[config.mk]
export PLATFORM = sky130hd
export DESIGN_NAME = hbridge_actuator_test_sequencer_core
export DESIGN_NICKNAME = d
export VERILOG_FILES = /design/src/rtl/core/hbsq_pkg.sv /design/src/rtl/core/hbridge_actuator_test_sequencer_core.sv /design/src/rtl/core/hbsq_cfg_regs.sv /design/src/rtl/core/hbsq_in_stage.sv /design/src/rtl/core/hbsq_engine.sv
export VERILOG_INCLUDE_DIRS = /design/src /design/src/rtl/core
export SDC_FILE = /design/constraint.sdc
export NUM_CORES = 2
export LEC_CHECK = 0
export BUFFER_PORTS_ARGS = -buffer_cell sky130_fd_sc_hd__buf_2
export CORE_ASPECT_RATIO = 0.6
export CORE_MARGIN = 2
export CORE_UTILIZATION = 31
export DETAILED_ROUTE_END_ITERATION = 16
export GPL_TIMING_DRIVEN = 1
export PLACE_DENSITY = 0.49
export REMOVE_ABC_BUFFERS = 1
export SLEW_MARGIN = 10
export SYNTH_ARGS = -nofsm -noshare
export SYNTH_HDL_FRONTEND = slang
export SYNTH_SLANG_ARGS = --single-unit
[constraint.sdc]
create_clock -name aclk -period 14.9 [get_ports aclk]
set_clock_uncertainty 0.1 [all_clocks]
set_input_delay 2.235 -clock aclk [delete_from_list [all_inputs] [get_ports aclk]]
set_output_delay 2.235 -clock aclk [all_outputs]
set_load 0.02 [all_outputs]
[src/rtl/core/assert_macros.svh]
// Assertion macros shared by the H-bridge sequencer RTL.
`ifndef ASSERT_MACROS_SVH
`define ASSERT_MACROS_SVH

// Clocked check, masked while aresetn is low.
`define HBSQ_ASSERT(lbl, prop, msg) \
    lbl: assert property (@(posedge aclk) disable iff (!aresetn) prop) \
        else $error(msg);

// Condition that must never be seen at a clock edge.
`define HBSQ_NEVER(lbl, cond, msg) \
    `HBSQ_ASSERT(lbl, !(cond), msg)

`endif

[src/rtl/core/hbsq_pkg.sv]
// Shared types, codes and constants of the H-bridge actuator test sequencer.
`timescale 1ns / 1ps

package hbsq_pkg;

    localparam int TIME_BITS_DEF  = 32;
    localparam int SENSE_BITS_DEF = 12;

    localparam int S_TDATA_W  = 40;
    localparam int S_TUSER_W  = 4;
    localparam int M_TDATA_W  = 120;
    localparam int CFG_ADDR_W = 2;
    localparam int CFG_DATA_W = 32;

    // register reset values
    localparam logic [7:0]  CEILING_RST = 8'd190;
    localparam logic [31:0] GUARD_RST   = 32'd20000;
    localparam logic [15:0] STEP_RST    = 16'd250;

    localparam logic [9:0] FULL_SCALE     = 10'd1000;
    localparam logic [9:0] STOP_THRESHOLD = 10'd20;

    // floor(x / 1000) == (x * DUTY_RECIP) >> DUTY_SHIFT, exact for x < 2^18
    localparam logic [18:0] DUTY_RECIP = 19'd268436;
    localparam int          DUTY_SHIFT = 28;
    // floor(raw * 3300 / 4095) == (raw * MV_RECIP) >> MV_SHIFT, exact for raw < 2^12
    localparam logic [28:0] MV_RECIP = 29'd432643420;
    localparam int          MV_SHIFT = 29;

    typedef enum logic [3:0] {
        OP_TICK     = 4'd0,
        OP_APPLY    = 4'd1,
        OP_RELEASE  = 4'd2,
        OP_STOP     = 4'd3,
        OP_REVERSE  = 4'd4,
        OP_SEARCH   = 4'd5,
        OP_MOVED    = 4'd6,
        OP_STROKE   = 4'd7,
        OP_STALLED  = 4'd8,
        OP_SENSE    = 4'd9,
        OP_CLEAR    = 4'd10
    } op_t;

    typedef enum logic [2:0] {
        EV_NONE      = 3'd0,
        EV_GUARD     = 3'd1,
        EV_CEILING   = 3'd2,
        EV_MIN_FOUND = 3'd3,
        EV_STROKE    = 3'd4
    } ev_t;

    typedef enum logic [1:0] {
        DIR_STOP    = 2'd0,
        DIR_APPLY   = 2'd1,
        DIR_RELEASE = 2'd2
    } dir_t;

    typedef enum logic [1:0] {
        CFG_CEILING = 2'd0,
        CFG_GUARD   = 2'd1,
        CFG_STEP    = 2'd2
    } cfg_idx_t;

    typedef struct packed {
        logic [7:0]  duty_ceiling;
        logic [31:0] guard_ms;
        logic [15:0] search_step_ms;
    } cfg_t;

    // s_tdata layout, last field lowest
    typedef struct packed {
        logic [5:0]  pad;
        logic [11:0] left_sense;
        logic [11:0] right_sense;
        logic [9:0]  magnitude;
    } in_t;

    // registered item with its pre-computed products
    typedef struct packed {
        logic [3:0]  op;
        logic [9:0]  mag;
        logic [17:0] scaled;
        logic [11:0] right_raw;
        logic [11:0] left_raw;
        logic [11:0] right_mv;
        logic [11:0] left_mv;
    } item_t;

    // m_tdata layout, last field lowest
    typedef struct packed {
        logic [4:0]         pad;
        logic [2:0]         event_code;
        logic [15:0]        stroke_elapsed_ms;
        logic [15:0]        stroke_time_ms;
        logic [7:0]         found_duty;
        logic [7:0]         min_duty_report;
        logic [11:0]        current_peak;
        logic [11:0]        current_mv;
        logic [11:0]        current_raw;
        logic               reversed;
        logic signed [10:0] command_permille;
        logic [7:0]         left_duty;
        logic [7:0]         right_duty;
    } out_t;

endpackage

[src/rtl/core/hbridge_actuator_test_sequencer_core.sv]
// Top level of the H-bridge actuator test sequencer.
`timescale 1ns / 1ps

//  channel | ports                          | contents
//  --------+--------------------------------+------------------------------------------
//  input   | s_tvalid s_tready s_tdata/user | one command or 1 ms tick per transfer
//  result  | m_tvalid m_tready m_tdata      | one status item per accepted input transfer
//  config  | cfg_wr_en cfg_addr cfg_wr_data | duty ceiling, guard time, search step
//
// Every input transfer yields exactly one result transfer, through two registers in order:
// the input register (magnitude*ceiling and sense-to-mV products), then the state update
// ending in the result register. One transfer per cycle sustained while m_tready is high.
// A stall on m_tready holds the result register; the input register still takes one more
// transfer before s_tready drops. Reset (aresetn low, synchronous) clears the valid flags
// and all sequencer state and loads the register defaults; no clearing pass is needed.

module hbridge_actuator_test_sequencer_core #(
    parameter int TIME_BITS  = hbsq_pkg::TIME_BITS_DEF,
    parameter int SENSE_BITS = hbsq_pkg::SENSE_BITS_DEF
) (
    input  logic                             aclk,
    input  logic                             aresetn,
    // s_tdata: magnitude[9:0], right_sense[21:10], left_sense[33:22], zero fill
    input  logic                             s_tvalid,
    output logic                             s_tready,
    input  logic [hbsq_pkg::S_TDATA_W-1:0]   s_tdata,
    // s_tuser: operation[3:0]
    input  logic [hbsq_pkg::S_TUSER_W-1:0]   s_tuser,
    // m_tdata: right_duty[7:0], left_duty[15:8], command_permille[26:16], reversed[27],
    //          current_raw[39:28], current_mv[51:40], current_peak[63:52],
    //          min_duty_report[71:64], found_duty[79:72], stroke_time_ms[95:80],
    //          stroke_elapsed_ms[111:96], event_code[114:112], zero fill
    output logic                             m_tvalid,
    input  logic                             m_tready,
    output logic [hbsq_pkg::M_TDATA_W-1:0]   m_tdata,
    input  logic                             cfg_wr_en,
    input  logic [hbsq_pkg::CFG_ADDR_W-1:0]  cfg_addr,
    input  logic [hbsq_pkg::CFG_DATA_W-1:0]  cfg_wr_data
);
    import hbsq_pkg::*;

    cfg_t  cfg;
    item_t item;
    logic  item_valid;
    logic  item_take;
    out_t  mon;
    logic  both_driven;
    logic  guard_ev;
    logic  guard_clean;
    logic  found_ev;
    logic  found_match;

    hbsq_cfg_regs u_cfg (
        .aclk        (aclk),
        .aresetn     (aresetn),
        .cfg_wr_en   (cfg_wr_en),
        .cfg_addr    (cfg_addr),
        .cfg_wr_data (cfg_wr_data),
        .cfg         (cfg)
    );

    // input register; s_tready is high while the register is empty or the engine takes the held item
    hbsq_in_stage #(
        .SENSE_BITS (SENSE_BITS)
    ) u_in (
        .aclk       (aclk),
        .aresetn    (aresetn),
        .cfg        (cfg),
        .s_tvalid   (s_tvalid),
        .s_tready   (s_tready),
        .s_tdata    (s_tdata),
        .s_tuser    (s_tuser),
        .item_valid (item_valid),
        .item       (item),
        .item_take  (item_take)
    );

    // state update plus result register
    hbsq_engine #(
        .TIME_BITS (TIME_BITS)
    ) u_engine (
        .aclk       (aclk),
        .aresetn    (aresetn),
        .cfg        (cfg),
        .item_valid (item_valid),
        .item       (item),
        .item_take  (item_take),
        .m_tvalid   (m_tvalid),
        .m_tready   (m_tready),
        .m_tdata    (m_tdata)
    );

    assign mon = out_t'(m_tdata);

    assign both_driven = m_tvalid && mon.right_duty != '0 && mon.left_duty != '0;
    assign guard_ev    = m_tvalid && mon.event_code == EV_GUARD;
    assign guard_clean = mon.right_duty == '0 && mon.left_duty == '0 &&
                         mon.command_permille == '0;
    assign found_ev    = m_tvalid && mon.event_code == EV_MIN_FOUND;
    assign found_match = mon.min_duty_report == mon.found_duty;

    `include "assert_macros.svh"

    // only one half bridge may carry duty
    `HBSQ_NEVER(a_one_side, both_driven, "both half bridges driven")
    // a guard trip leaves the bridge stopped and the command cleared
    `HBSQ_ASSERT(a_guard_stop, guard_ev |-> guard_clean, "guard trip left drive active")
    // once the minimum is found the report shows the latched duty
    `HBSQ_ASSERT(a_found_report, found_ev |-> found_match, "search still reported after minimum found")

endmodule

[src/rtl/core/hbsq_cfg_regs.sv]
// Configuration register file of the H-bridge sequencer.
`timescale 1ns / 1ps

module hbsq_cfg_regs (
    input  logic                             aclk,
    input  logic                             aresetn,
    input  logic                             cfg_wr_en,
    input  logic [hbsq_pkg::CFG_ADDR_W-1:0]  cfg_addr,
    input  logic [hbsq_pkg::CFG_DATA_W-1:0]  cfg_wr_data,
    output hbsq_pkg::cfg_t                   cfg
);
    import hbsq_pkg::*;

    cfg_t cfg_reg, cfg_next;

    always_comb begin
        cfg_next = cfg_reg;
        if (cfg_wr_en) begin
            unique case (cfg_addr)
                CFG_CEILING: cfg_next.duty_ceiling   = cfg_wr_data[7:0];
                CFG_GUARD:   cfg_next.guard_ms       = cfg_wr_data[31:0];
                CFG_STEP:    cfg_next.search_step_ms = cfg_wr_data[15:0];
                default:     cfg_next = cfg_reg;
            endcase
        end
    end

    always_ff @(posedge aclk) begin
        if (!aresetn) begin
            cfg_reg.duty_ceiling   <= CEILING_RST;
            cfg_reg.guard_ms       <= GUARD_RST;
            cfg_reg.search_step_ms <= STEP_RST;
        end else begin
            cfg_reg <= cfg_next;
        end
    end

    assign cfg = cfg_reg;

endmodule

[src/rtl/core/hbsq_in_stage.sv]
// Input register of the H-bridge sequencer, with magnitude and sense pre-scaling.
`timescale 1ns / 1ps

module hbsq_in_stage #(
    parameter int SENSE_BITS = hbsq_pkg::SENSE_BITS_DEF
) (
    input  logic                            aclk,
    input  logic                            aresetn,
    input  hbsq_pkg::cfg_t                  cfg,
    input  logic                            s_tvalid,
    output logic                            s_tready,
    input  logic [hbsq_pkg::S_TDATA_W-1:0]  s_tdata,
    input  logic [hbsq_pkg::S_TUSER_W-1:0]  s_tuser,
    output logic                            item_valid,
    output hbsq_pkg::item_t                 item,
    input  logic                            item_take
);
    import hbsq_pkg::*;

    localparam logic [11:0] SENSE_MASK = 12'((33'd1 << SENSE_BITS) - 33'd1);

    in_t         din;
    item_t       item_reg, item_next;
    logic        valid_reg, valid_next;
    logic        s_accept;
    logic [9:0]  mag_sat;
    logic [11:0] r_raw, l_raw;

    assign din      = in_t'(s_tdata);
    assign s_tready = !valid_reg || item_take;
    assign s_accept = s_tvalid && s_tready;

    always_comb begin
        mag_sat = din.magnitude;
        if (din.magnitude == '0 || din.magnitude > FULL_SCALE) begin
            mag_sat = FULL_SCALE;
        end
        r_raw = din.right_sense & SENSE_MASK;
        l_raw = din.left_sense & SENSE_MASK;

        item_next.op        = s_tuser;
        item_next.mag       = mag_sat;
        item_next.scaled    = 18'(mag_sat) * 18'(cfg.duty_ceiling);
        item_next.right_raw = r_raw;
        item_next.left_raw  = l_raw;
        item_next.right_mv  = 12'((41'(r_raw) * 41'(MV_RECIP)) >> MV_SHIFT);
        item_next.left_mv   = 12'((41'(l_raw) * 41'(MV_RECIP)) >> MV_SHIFT);

        if (s_accept) begin
            valid_next = 1'b1;
        end else if (item_take) begin
            valid_next = 1'b0;
        end else begin
            valid_next = valid_reg;
        end
    end

    always_ff @(posedge aclk) begin
        if (!aresetn) begin
            valid_reg <= 1'b0;
        end else begin
            valid_reg <= valid_next;
        end
        if (s_accept) begin
            item_reg <= item_next;
        end
    end

    assign item_valid = valid_reg;
    assign item       = item_reg;

endmodule

[src/rtl/core/hbsq_engine.sv]
// State update and result register of the H-bridge sequencer.
`timescale 1ns / 1ps

module hbsq_engine #(
    parameter int TIME_BITS = hbsq_pkg::TIME_BITS_DEF
) (
    input  logic                            aclk,
    input  logic                            aresetn,
    input  hbsq_pkg::cfg_t                  cfg,
    input  logic                            item_valid,
    input  hbsq_pkg::item_t                 item,
    output logic                            item_take,
    output logic                            m_tvalid,
    input  logic                            m_tready,
    output logic [hbsq_pkg::M_TDATA_W-1:0]  m_tdata
);
    import hbsq_pkg::*;

    localparam int TW = TIME_BITS;
    localparam int CW = (TIME_BITS > 32) ? TIME_BITS : 32;

    logic [TW-1:0]      time_reg, time_next;
    logic               driving_reg, driving_next;
    logic [TW-1:0]      dstart_reg, dstart_next;
    dir_t               dir_reg, dir_next;
    logic [7:0]         duty_reg, duty_next;
    logic signed [10:0] cmd_reg, cmd_next;
    logic               rev_reg, rev_next;
    logic               sense_en_reg, sense_en_next;
    logic [11:0]        raw_reg, raw_next;
    logic [11:0]        mv_reg, mv_next;
    logic [11:0]        peak_reg, peak_next;
    logic               search_reg, search_next;
    logic [7:0]         sduty_reg, sduty_next;
    logic [7:0]         minf_reg, minf_next;
    logic [TW-1:0]      sstamp_reg, sstamp_next;
    logic               stroke_reg, stroke_next;
    logic [TW-1:0]      sstart_reg, sstart_next;
    logic [15:0]        stime_reg, stime_next;
    logic               out_valid_reg, out_valid_next;
    out_t               out_reg, out_next;

    logic               consume;
    ev_t                ev;
    logic [TW-1:0]      t1;
    logic [TW-1:0]      drive_age;
    logic [7:0]         cmd_duty;
    logic [11:0]        sample;

    assign item_take = !out_valid_reg || m_tready;
    assign consume   = item_valid && item_take;
    assign t1        = time_reg + 1'b1;
    assign cmd_duty  = 8'((37'(item.scaled) * 37'(DUTY_RECIP)) >> DUTY_SHIFT);

    always_comb begin
        time_next     = time_reg;
        driving_next  = driving_reg;
        dstart_next   = dstart_reg;
        dir_next      = dir_reg;
        duty_next     = duty_reg;
        cmd_next      = cmd_reg;
        rev_next      = rev_reg;
        sense_en_next = sense_en_reg;
        raw_next      = raw_reg;
        mv_next       = mv_reg;
        peak_next     = peak_reg;
        search_next   = search_reg;
        sduty_next    = sduty_reg;
        minf_next     = minf_reg;
        sstamp_next   = sstamp_reg;
        stroke_next   = stroke_reg;
        sstart_next   = sstart_reg;
        stime_next    = stime_reg;
        ev            = EV_NONE;
        sample        = item.right_raw;
        drive_age     = '0;

        unique case (item.op)
            OP_TICK: begin
                time_next = t1;
                // search ramp step
                if (search_reg && (t1 - sstamp_reg) >= TW'(cfg.search_step_ms)) begin
                    sstamp_next = t1;
                    if (sduty_reg < cfg.duty_ceiling) begin
                        sduty_next   = sduty_reg + 1'b1;
                        duty_next    = sduty_reg + 1'b1;
                        dir_next     = rev_reg ? DIR_RELEASE : DIR_APPLY;
                        driving_next = 1'b1;
                        dstart_next  = t1;
                    end else begin
                        search_next  = 1'b0;
                        dir_next     = DIR_STOP;
                        duty_next    = '0;
                        driving_next = 1'b0;
                        ev           = EV_CEILING;
                    end
                end
                // watchdog, idle while searching; age wraps at the time width
                drive_age = t1 - dstart_next;
                if (driving_next && !search_next &&
                    CW'(drive_age) >= CW'(cfg.guard_ms)) begin
                    dir_next     = DIR_STOP;
                    duty_next    = '0;
                    driving_next = 1'b0;
                    cmd_next     = '0;
                    stroke_next  = 1'b0;
                    ev           = EV_GUARD;
                end
                // sense sample of the driven side, right side when stopped; zero while sensing is off
                if (!sense_en_reg) begin
                    raw_next = '0;
                    mv_next  = '0;
                end else begin
                    if (dir_next == DIR_RELEASE) begin
                        sample  = item.left_raw;
                        mv_next = item.left_mv;
                    end else begin
                        sample  = item.right_raw;
                        mv_next = item.right_mv;
                    end
                    raw_next = sample;
                    if (sample > peak_reg) begin
                        peak_next = sample;
                    end
                end
            end
            OP_APPLY, OP_RELEASE: begin
                search_next = 1'b0;
                stroke_next = 1'b0;
                if (item.mag <= STOP_THRESHOLD) begin
                    dir_next     = DIR_STOP;
                    duty_next    = '0;
                    driving_next = 1'b0;
                end else begin
                    dir_next     = ((item.op == OP_APPLY) ^ rev_reg) ? DIR_APPLY : DIR_RELEASE;
                    duty_next    = cmd_duty;
                    driving_next = 1'b1;
                    dstart_next  = time_reg;
                end
                cmd_next = (item.op == OP_APPLY) ? $signed({1'b0, item.mag})
                                                 : -$signed({1'b0, item.mag});
            end
            OP_STOP: begin
                search_next  = 1'b0;
                stroke_next  = 1'b0;
                dir_next     = DIR_STOP;
                duty_next    = '0;
                driving_next = 1'b0;
                cmd_next     = '0;
            end
            OP_REVERSE: begin
                rev_next     = !rev_reg;
                dir_next     = DIR_STOP;
                duty_next    = '0;
                driving_next = 1'b0;
            end
            OP_SEARCH: begin
                search_next = 1'b1;
                stroke_next = 1'b0;
                sduty_next  = '0;
                minf_next   = '0;
                sstamp_next = time_reg;
            end
            OP_MOVED: begin
                if (search_reg) begin
                    minf_next    = sduty_reg;
                    search_next  = 1'b0;
                    dir_next     = DIR_STOP;
                    duty_next    = '0;
                    driving_next = 1'b0;
                    ev           = EV_MIN_FOUND;
                end
            end
            OP_STROKE: begin
                search_next  = 1'b0;
                stroke_next  = 1'b1;
                sstart_next  = time_reg;
                stime_next   = '0;
                peak_next    = '0;
                dir_next     = rev_reg ? DIR_RELEASE : DIR_APPLY;
                duty_next    = cfg.duty_ceiling;
                driving_next = 1'b1;
                dstart_next  = time_reg;
            end
            OP_STALLED: begin
                if (stroke_reg) begin
                    stime_next   = 16'(time_reg - sstart_reg);
                    stroke_next  = 1'b0;
                    dir_next     = DIR_STOP;
                    duty_next    = '0;
                    driving_next = 1'b0;
                    ev           = EV_STROKE;
                end
            end
            OP_SENSE: begin
                sense_en_next = !sense_en_reg;
                peak_next     = '0;
            end
            OP_CLEAR: begin
                peak_next  = '0;
                stime_next = '0;
                minf_next  = '0;
            end
            default: begin
            end
        endcase

        out_next.pad               = '0;
        out_next.event_code        = ev;
        out_next.stroke_elapsed_ms = stroke_next ? 16'(time_next - sstart_next) : '0;
        out_next.stroke_time_ms    = stime_next;
        out_next.found_duty        = minf_next;
        out_next.min_duty_report   = search_next ? sduty_next : minf_next;
        out_next.current_peak      = peak_next;
        out_next.current_mv        = mv_next;
        out_next.current_raw       = raw_next;
        out_next.reversed          = rev_next;
        out_next.command_permille  = cmd_next;
        out_next.left_duty         = (dir_next == DIR_RELEASE) ? duty_next : '0;
        out_next.right_duty        = (dir_next == DIR_APPLY) ? duty_next : '0;

        if (consume) begin
            out_valid_next = 1'b1;
        end else if (m_tready) begin
            out_valid_next = 1'b0;
        end else begin
            out_valid_next = out_valid_reg;
        end
    end

    always_ff @(posedge aclk) begin
        if (!aresetn) begin
            time_reg      <= '0;
            driving_reg   <= 1'b0;
            dstart_reg    <= '0;
            dir_reg       <= DIR_STOP;
            duty_reg      <= '0;
            cmd_reg       <= '0;
            rev_reg       <= 1'b0;
            sense_en_reg  <= 1'b0;
            raw_reg       <= '0;
            mv_reg        <= '0;
            peak_reg      <= '0;
            search_reg    <= 1'b0;
            sduty_reg     <= '0;
            minf_reg      <= '0;
            sstamp_reg    <= '0;
            stroke_reg    <= 1'b0;
            sstart_reg    <= '0;
            stime_reg     <= '0;
            out_valid_reg <= 1'b0;
        end else begin
            out_valid_reg <= out_valid_next;
            if (consume) begin
                time_reg     <= time_next;
                driving_reg  <= driving_next;
                dstart_reg   <= dstart_next;
                dir_reg      <= dir_next;
                duty_reg     <= duty_next;
                cmd_reg      <= cmd_next;
                rev_reg      <= rev_next;
                sense_en_reg <= sense_en_next;
                raw_reg      <= raw_next;
                mv_reg       <= mv_next;
                peak_reg     <= peak_next;
                search_reg   <= search_next;
                sduty_reg    <= sduty_next;
                minf_reg     <= minf_next;
                sstamp_reg   <= sstamp_next;
                stroke_reg   <= stroke_next;
                sstart_reg   <= sstart_next;
                stime_reg    <= stime_next;
            end
        end
        if (consume) begin
            out_reg <= out_next;
        end
    end

    assign m_tvalid = out_valid_reg;
    assign m_tdata  = out_reg;

endmodule
# --- Yosys cells after proc, flatten, opt, wreduce, memory -nomap -nowiden ---
# Index checks and enable logic that the tools add are counted.
word_totals:
  ff_bits: 475
  in_bits: 83
  word_cells: 188
classes:
  addsub: 7
  multipliers: 4
  order_cmp: 6
  eq_ne: 19
  muxes: 74
  bitwise_logic: 1
  reduce_logical: 35
ops:
  columns: ["operator", "count"]
  rows:
  - ["$mux 32", 7]
  - ["$mux 12", 10]
  - ["$pmux 32 s3", 1]
  - ["$mux 8", 10]
  - ["$mul 12x27->39 const B", 2]
  - ["$pmux 32 s2", 1]
  - ["$sub 32x32->32", 2]
  - ["$pmux 8 s6", 1]
  - ["$mul 18x17->34 const B", 1]
  - ["$pmux 11 s3", 1]
  - ["$add 32x1->32 const B", 1]
  - ["$ge 32x16->1", 1]
  - ["$ge 32x32->1", 1]
  - ["$pmux 16 s2", 1]
  - ["$pmux 8 s2", 2]
  - ["$sub 16x16->16", 2]
  - ["$pmux 12 s2", 1]
  - ["$mux 11", 2]
  - ["$mux 2", 11]
  - ["$mul 10x8->18", 1]
  - ["$eq 4x3->1 const B", 4]
  - ["$mux 1", 16]
  - ["$mux 16", 1]
  - ["$eq 4x4->1 const B", 3]
  - ["34 further kinds", 63]

# --- Longest topological paths before layout ---
logic_depth:
  depth_word: 19
  mapped_depth: 65
  mapped_depth_nobuf: 61

# --- Modules after synthesis ---
# From an unflattened synthesis, not the netlist that was laid out.
hier_totals:
  cells_unflattened: 4822
  area_unflattened_um2: 43330.3
modules_own_cells:
  columns: ["module", "instances", "cells_each", "area_each_um2"]
  rows:
  - ["hbsq_engine", 1, 3175, 26260.2]
  - ["hbsq_in_stage", 1, 1415, 14823.0]
  - ["hbsq_cfg_regs", 1, 232, 2247.2]

# --- Worst setup path before layout ---
# No wires, ideal clock.
synth_timing:
  path_kind: "register to register"
  startpoint: "register u_engine.time_reg[1]"
  endpoint: "register u_engine.peak_reg[7]"
  setup_ns: 0.131
  arrival_ns: 12.076
  required_ns: 14.669
  setup_slack_ns: 2.593
  path_stages_with_launch: 57
  synth_period_minus_slack_ns: 12.307
  cell_sequence: "dfxtp_1 -> ha_1 -> clkbuf_1 -> nand3_1 -> or3_1 -> clkbuf_1 -> nor3_2 -> nand4_1 -> nor2_1 -> nand2_2 -> nor2_1 -> xor2_1 -> ha_1 -> clkbuf_1 -> inv_1 -> nor4_1 -> nor4_1 -> or3_1 -> (+21 left out) -> a311oi_1 -> a211oi_1 -> and3b_1 -> mux2i_4 -> buf_12 -> mux2i_4 -> inv_1 -> ha_1 -> nand4_1 -> or2_2 -> o221ai_1 -> o211a_1 -> a21oi_1 -> o31a_1 -> o21a_1 -> clkbuf_1 -> nand2_1 -> o21ai_0"
synth_between:
  elab_chain_len: 19
synth_rtl:
  columns: ["element", "line_no", "text"]
  rows:
  - ["start: declaration", "hbsq_engine.sv:22", "logic [TW-1:0] time_reg, time_next;"]
  - ["start signal: assignment", "hbsq_engine.sv:255", "time_reg <= time_next;"]
  - ["$add 32x1->32 (*)", "hbsq_engine.sv:52", "assign t1 = time_reg + 1'b1;"]
  - ["net u_engine.t1[28]", "hbsq_engine.sv:45", "logic [TW-1:0] t1;"]
  - ["$sub 32x32->32", "hbsq_engine.sv:82", "if (search_reg && (t1 - sstamp_reg) >= TW'(cfg.search_step_ms)) begin"]
  - ["$ge 32x16->1", "hbsq_engine.sv:82", null]
  - ["$logic_and 1x1->1", "hbsq_engine.sv:82", null]
  - ["$mux 32 or $mux 1 (tied branches)", "hbsq_engine.sv:82", null]
  - ["$mux 32 or $mux 1 (tied branches)", "hbsq_engine.sv:78", "unique case (item.op)"]
  - ["$sub 32x32->32 or $logic_not 1->1 (tied branches)", "hbsq_engine.sv:99, hbsq_engine.sv:100", null]
  - ["(+4 left out)", null, null]
  - ["$eq 2x2->1 (*)", "hbsq_engine.sv:114", "if (dir_next == DIR_RELEASE) begin"]
  - ["$mux 12 (*)", "hbsq_engine.sv:114", null]
  - ["$mux 12 (*)", "hbsq_engine.sv:110", "if (!sense_en_reg) begin"]
  - ["$mux 12 (*)", "hbsq_engine.sv:78", null]
  - ["$gt 12x12->1", "hbsq_engine.sv:122", "if (sample > peak_reg) begin"]
  - ["$mux 12 (*)", "hbsq_engine.sv:122", null]
  - ["$mux 12 (*)", "hbsq_engine.sv:110", null]
  - ["$pmux 12 s2 (*)", "hbsq_engine.sv:78", null]
  - ["end signal: assignment", "hbsq_engine.sv:265", "peak_reg <= peak_next;"]
  - ["end: declaration", "hbsq_engine.sv:32", "logic [11:0] peak_reg, peak_next;"]
# Mark *: on every way through the listed nets, which the timed path passes. The rest lies on a longest branch. The select of a mux whose other input is x is not followed.
# A chain may end at the register's enable or synchronous reset.

==> impl_metrics.py <==
metrics = {
    "routing": {
        "drt_drc_violations_left": 0,
        "drt_pass1_iterations": 6,
        "totalWireLength_um": 138000,
        "routed_wire_length_per_instance_um": 20.5,
        "vias": 34100,
        "route.antenna.remaining_nets": 0,
        "initialDrtViolationCount": 2799,
        "avgViaCountPerCell": 5.06,
    },
    "global_route": {
        "grt_max_degree": 77,
        "grt_pass1_wl_um": 211000,
        "antenna_violations_before_repair": 2,
        "grt_pass1_vias": 33300,
        "leftover_overflow_at_the_end_of_global_routing": 0,
        "grt_use_total": 0.196,
    },
    "clock_network": {
        "cts_resized": 0,
        "post_cts_hold_buffer_count": 0,
        "cts_tree": "built",
        "cts.clk_slew.worst_paths_ns": 0.06,
        "clock-sinks": 459,
        "clock_path_buffers": 3,
        "cts_setup_buffers": 0,
        "cts_buffers": 50,
        "insertion_delay_to_the_later_sink_of_the_worst_skew_pair_ns": 0.67,
        "cts-root-buf": "sky130_fd_sc_hd__clkbuf_16",
        "h-tree-depth": 2,
    },
    "worst_setup_path": {
        "worstPathMaxFanout": 12,
        "required_ns": 15.15,
        "end_kind": "flip-flop",
        "critPathArrivalTime_ns": 14.29,
        "worstSetupStartpointType": "flip-flop",
        "slowest_stage": "sky130_fd_sc_hd__or3_4",
        "worstSetupPathType": "flip-flop to flip-flop",
        "cpPeakStageDelay_ns": 0.47,
        "worst_path_most_repeated_cell": "sky130_fd_sc_hd__buf_4",
    },
    "timing": {
        "setup-violations-final": 0,
        "min_period_ns": 14.04,
        "worst-slew-pin-transition_ns": 1.28,
        "maxClockFrequency_mhz": 71.2,
        "slew_headroom": 0.143,
        "finalHoldViolations": 0,
        "finalHoldWorstSlack_ns": 0.354,
        "post-route-period-util": 0.942,
        "slew_violations": 0,
    },
    "floorplan": {
        "die_x_um": 482,
        "core-area_mm2": 0.137,
        "placementRows": 105,
        "chipHeight_um": 291,
        "die-area_mm2": 0.140,
        "start_util": 0.312,
        "pin_count": 205,
    },
    "power_and_ir_drop": {
        "clock_power_share": 0.167,
        "sw_frac_of_total": 0.453,
        "intPower_mw": 4.75,
        "pd_cells_mw_per_mm2": 180,
        "power.net_switching_mw": 3.94,
        "seqPwrFrac": 0.183,
        "vdd.ir_drop.worst_uv": 238,
        "leakage_nw": 22.0,
        "power_frac_comb": 0.650,
        "report.power.total_mw": 8.69,
    },
    "yosys": {
        "synth.avg_cell_area_um2": 9.08,
        "postSynthCellCount": 4684,
        "synth_seq_cells": 459,
        "count_of_flip_flops_with_a_built_in_enable_after_synthesis": 195,
        "share_of_the_yosys_chip_area_belonging_to_registers": 0.262,
        "synth_top_family_by_area": "adder cells",
        "synthXorXnorAreaFrac": 0.0408,
        "synthMuxAreaShare": 0.0183,
        "async_reset_ff_frac": 0,
        "synthFlopType": "sky130_fd_sc_hd__dfxtp_1",
        "post_synthesis_compound_gate_area_fraction": 0.159,
        "synth_adder_area_share": 0.310,
        "ys_warn_count": 0,
        "post_synth_and_or_nand_nor_area_fraction": 0.128,
        "yosysUniqueCellTypes": 101,
        "syn_area_mm2": 0.0425,
    },
    "final_layout": {
        "largest_register_ffs": 115,
        "layout.cells.most_common": "sky130_fd_sc_hd__inv_1",
        "drive_above_1_share": 0.112,
        "fin_nets": 5838,
        "final_cell_area_mm2": 0.0483,
        "leading_cell_types_in_the_layout_fill_and_taps_excluded": "sky130_fd_sc_hd__inv_1, sky130_fd_sc_hd__ha_1, sky130_fd_sc_hd__nand2_1",
        "num-fill-cells": 13900,
        "flow.area_growth_from_synthesis_pct": 13.4,
        "layoutNonFillerInstCount": 6747,
        "antenna_cells_inserted": 0,
    },
    "status": {
        "run_status": "finished clean",
    },
    "placement": {
        "dp.final_hpwl_um": 109000,
        "buffers_on_ports": 193,
        "place.gp.congestion": 0.916,
        "post-place-cells": 6653,
        "placed_area_mm2": 0.0463,
    },
    "job": {
        "max_cap_viol_count": 0,
    },
    "worst_hold_path": {
        "hold_path.class": "flip-flop to flip-flop",
    },
}
## cells by family (layout without fill, tap and decap cells)
logic type	Yosys count	count (layout)
adders and majority gates	870	870
AOI/OAI and AO/OA	1014	1014
buffers and inverters	910	1150
xor gates and xnor gates	198	198
other	1	5
DFF	459	459
and+or+nand+nor	1166	1166
muxes	66	66
## path summary, 6_finish.rpt
kind,startpoint,endpoint,slack (ns),depth (start not counted)
worst max-delay path,u_engine.time_reg[0]$_SDFFE_PN0P_,u_engine.m_tdata[63]$_DFFE_PP_,0.86,66
worst min-delay path,u_cfg.cfg[40]$_SDFFE_PN0P_,u_cfg.cfg[40]$_SDFFE_PN0P_,0.35,2
worst max register to register,u_engine.time_reg[0]$_SDFFE_PN0P_,u_engine.m_tdata[63]$_DFFE_PP_,0.86,66
worst min register to register,u_cfg.cfg[40]$_SDFFE_PN0P_,u_cfg.cfg[40]$_SDFFE_PN0P_,0.35,2
## cell usage after synthesis (9+ instances only)
| cell | count | share of area |
|---|---|---|
| sky130_fd_sc_hd__inv_1 | 694 | 0.061 |
| sky130_fd_sc_hd__ha_1 | 563 | 0.17 |
| sky130_fd_sc_hd__nand2_1 | 456 | 0.040 |
| sky130_fd_sc_hd__fa_1 | 306 | 0.14 |
| sky130_fd_sc_hd__dfxtp_1 | 264 | 0.12 |
| sky130_fd_sc_hd__a21oi_1 | 258 | 0.030 |
| sky130_fd_sc_hd__nor2_1 | 254 | 0.022 |
| sky130_fd_sc_hd__o21ai_0 | 222 | 0.026 |
| sky130_fd_sc_hd__edfxtp_1 | 195 | 0.14 |
| sky130_fd_sc_hd__clkbuf_1 | 168 | 0.015 |
| sky130_fd_sc_hd__xnor2_1 | 133 | 0.027 |
| sky130_fd_sc_hd__nand3_1 | 86 | 0.010 |
| sky130_fd_sc_hd__a211oi_1 | 71 | 0.013 |
| sky130_fd_sc_hd__a21o_1 | 67 | 0.012 |
| sky130_fd_sc_hd__xor2_1 | 65 | 0.013 |
| sky130_fd_sc_hd__and2_1 | 61 | 0.0090 |
| sky130_fd_sc_hd__nor3_1 | 60 | 0.0071 |
| sky130_fd_sc_hd__mux2i_1 | 54 | 0.013 |
| sky130_fd_sc_hd__nand4_1 | 41 | 0.0060 |
| sky130_fd_sc_hd__a31oi_1 | 40 | 0.0059 |
| sky130_fd_sc_hd__or3_1 | 39 | 0.0057 |
| sky130_fd_sc_hd__nand2b_1 | 35 | 0.0051 |
| sky130_fd_sc_hd__o31ai_1 | 33 | 0.0058 |
| sky130_fd_sc_hd__nor2b_1 | 32 | 0.0047 |
| sky130_fd_sc_hd__o211ai_1 | 32 | 0.0056 |
| sky130_fd_sc_hd__o21a_1 | 30 | 0.0053 |
| sky130_fd_sc_hd__a221oi_1 | 26 | 0.0054 |
| sky130_fd_sc_hd__buf_2 | 26 | 0.0031 |
| sky130_fd_sc_hd__and3_1 | 22 | 0.0032 |
| sky130_fd_sc_hd__o22ai_1 | 22 | 0.0032 |
| sky130_fd_sc_hd__o31a_1 | 20 | 0.0041 |
| sky130_fd_sc_hd__nor4_1 | 17 | 0.0025 |
| sky130_fd_sc_hd__o221a_2 | 16 | 0.0042 |
| sky130_fd_sc_hd__or2_2 | 15 | 0.0022 |
| sky130_fd_sc_hd__o211a_1 | 14 | 0.0033 |
| sky130_fd_sc_hd__buf_1 | 13 | 0.0011 |
| sky130_fd_sc_hd__o22a_1 | 12 | 0.0025 |
| sky130_fd_sc_hd__o21ai_1 | 11 | 0.0013 |
| sky130_fd_sc_hd__a21boi_0 | 10 | 0.0018 |
| sky130_fd_sc_hd__a41oi_1 | 10 | 0.0021 |
| sky130_fd_sc_hd__mux2i_4 | 9 | 0.0048 |
| sky130_fd_sc_hd__o21bai_1 | 9 | 0.0016 |
## cell type report
| class | count | area, µm² | area share |
|---|---|---|---|
| Timing Repair Buffer | 362 | 2280 | 0.0473 |
| Inverter | 694 | 2620 | 0.0542 |
| Tap cell | 1819 | 2280 | 0.0472 |
| Clock buffer | 59 | 1360 | 0.0281 |
| Clock inverter | 35 | 523 | 0.0108 |
| Sequential cell | 459 | 11100 | 0.231 |
| Multi-Input combinational cell | 3319 | 28100 | 0.581 |
## metrics by stage
stage	worst slack (ns)	utilization	TNS, ns
2_1_floorplan	1.01	-	0
3_3_place_gp	0.805	0.339	0
3_5_place_dp	0.877	0.339	0
4_1_cts	0.692	0.353	0
5_1_grt	-0.000929	0.353	-0.000929
6_report	0.861	0.353	0
## critical path: cells and delay by family (launching register included)
kind                     cells  cell delay (ns)
XOR/XNOR                     2             0.51
flip-flops                   1             0.43
AO/OA/AOI/OAI               21             4.01
buffers and inverters       12             1.98
multiplexers                 2             0.42
adder cells (fa/ha/maj)      7             2.13
AND/OR/NAND/NOR             22             4.11
## layer usage
layer  vias up  routed length, µm  track usage
met5         -                  0            0
met2      1029              53500        0.264
li1      16500                  -            -
met1     16500              72800        0.320
met3       105              10200       0.0372
met4         0               1870       0.0299
## power groups by stage
stage	clock, mW	sequential, mW	combinational [mW]
2_1_floorplan	0	1.58	4.12
3_3_place_gp	0	1.62	5.57
3_5_place_dp	0	1.62	5.59
4_1_cts	1.49	1.59	5.69
5_1_grt	1.54	1.60	6.61
6_report	1.45	1.59	5.65
Note: power is estimated with default switching activity, not from simulation.
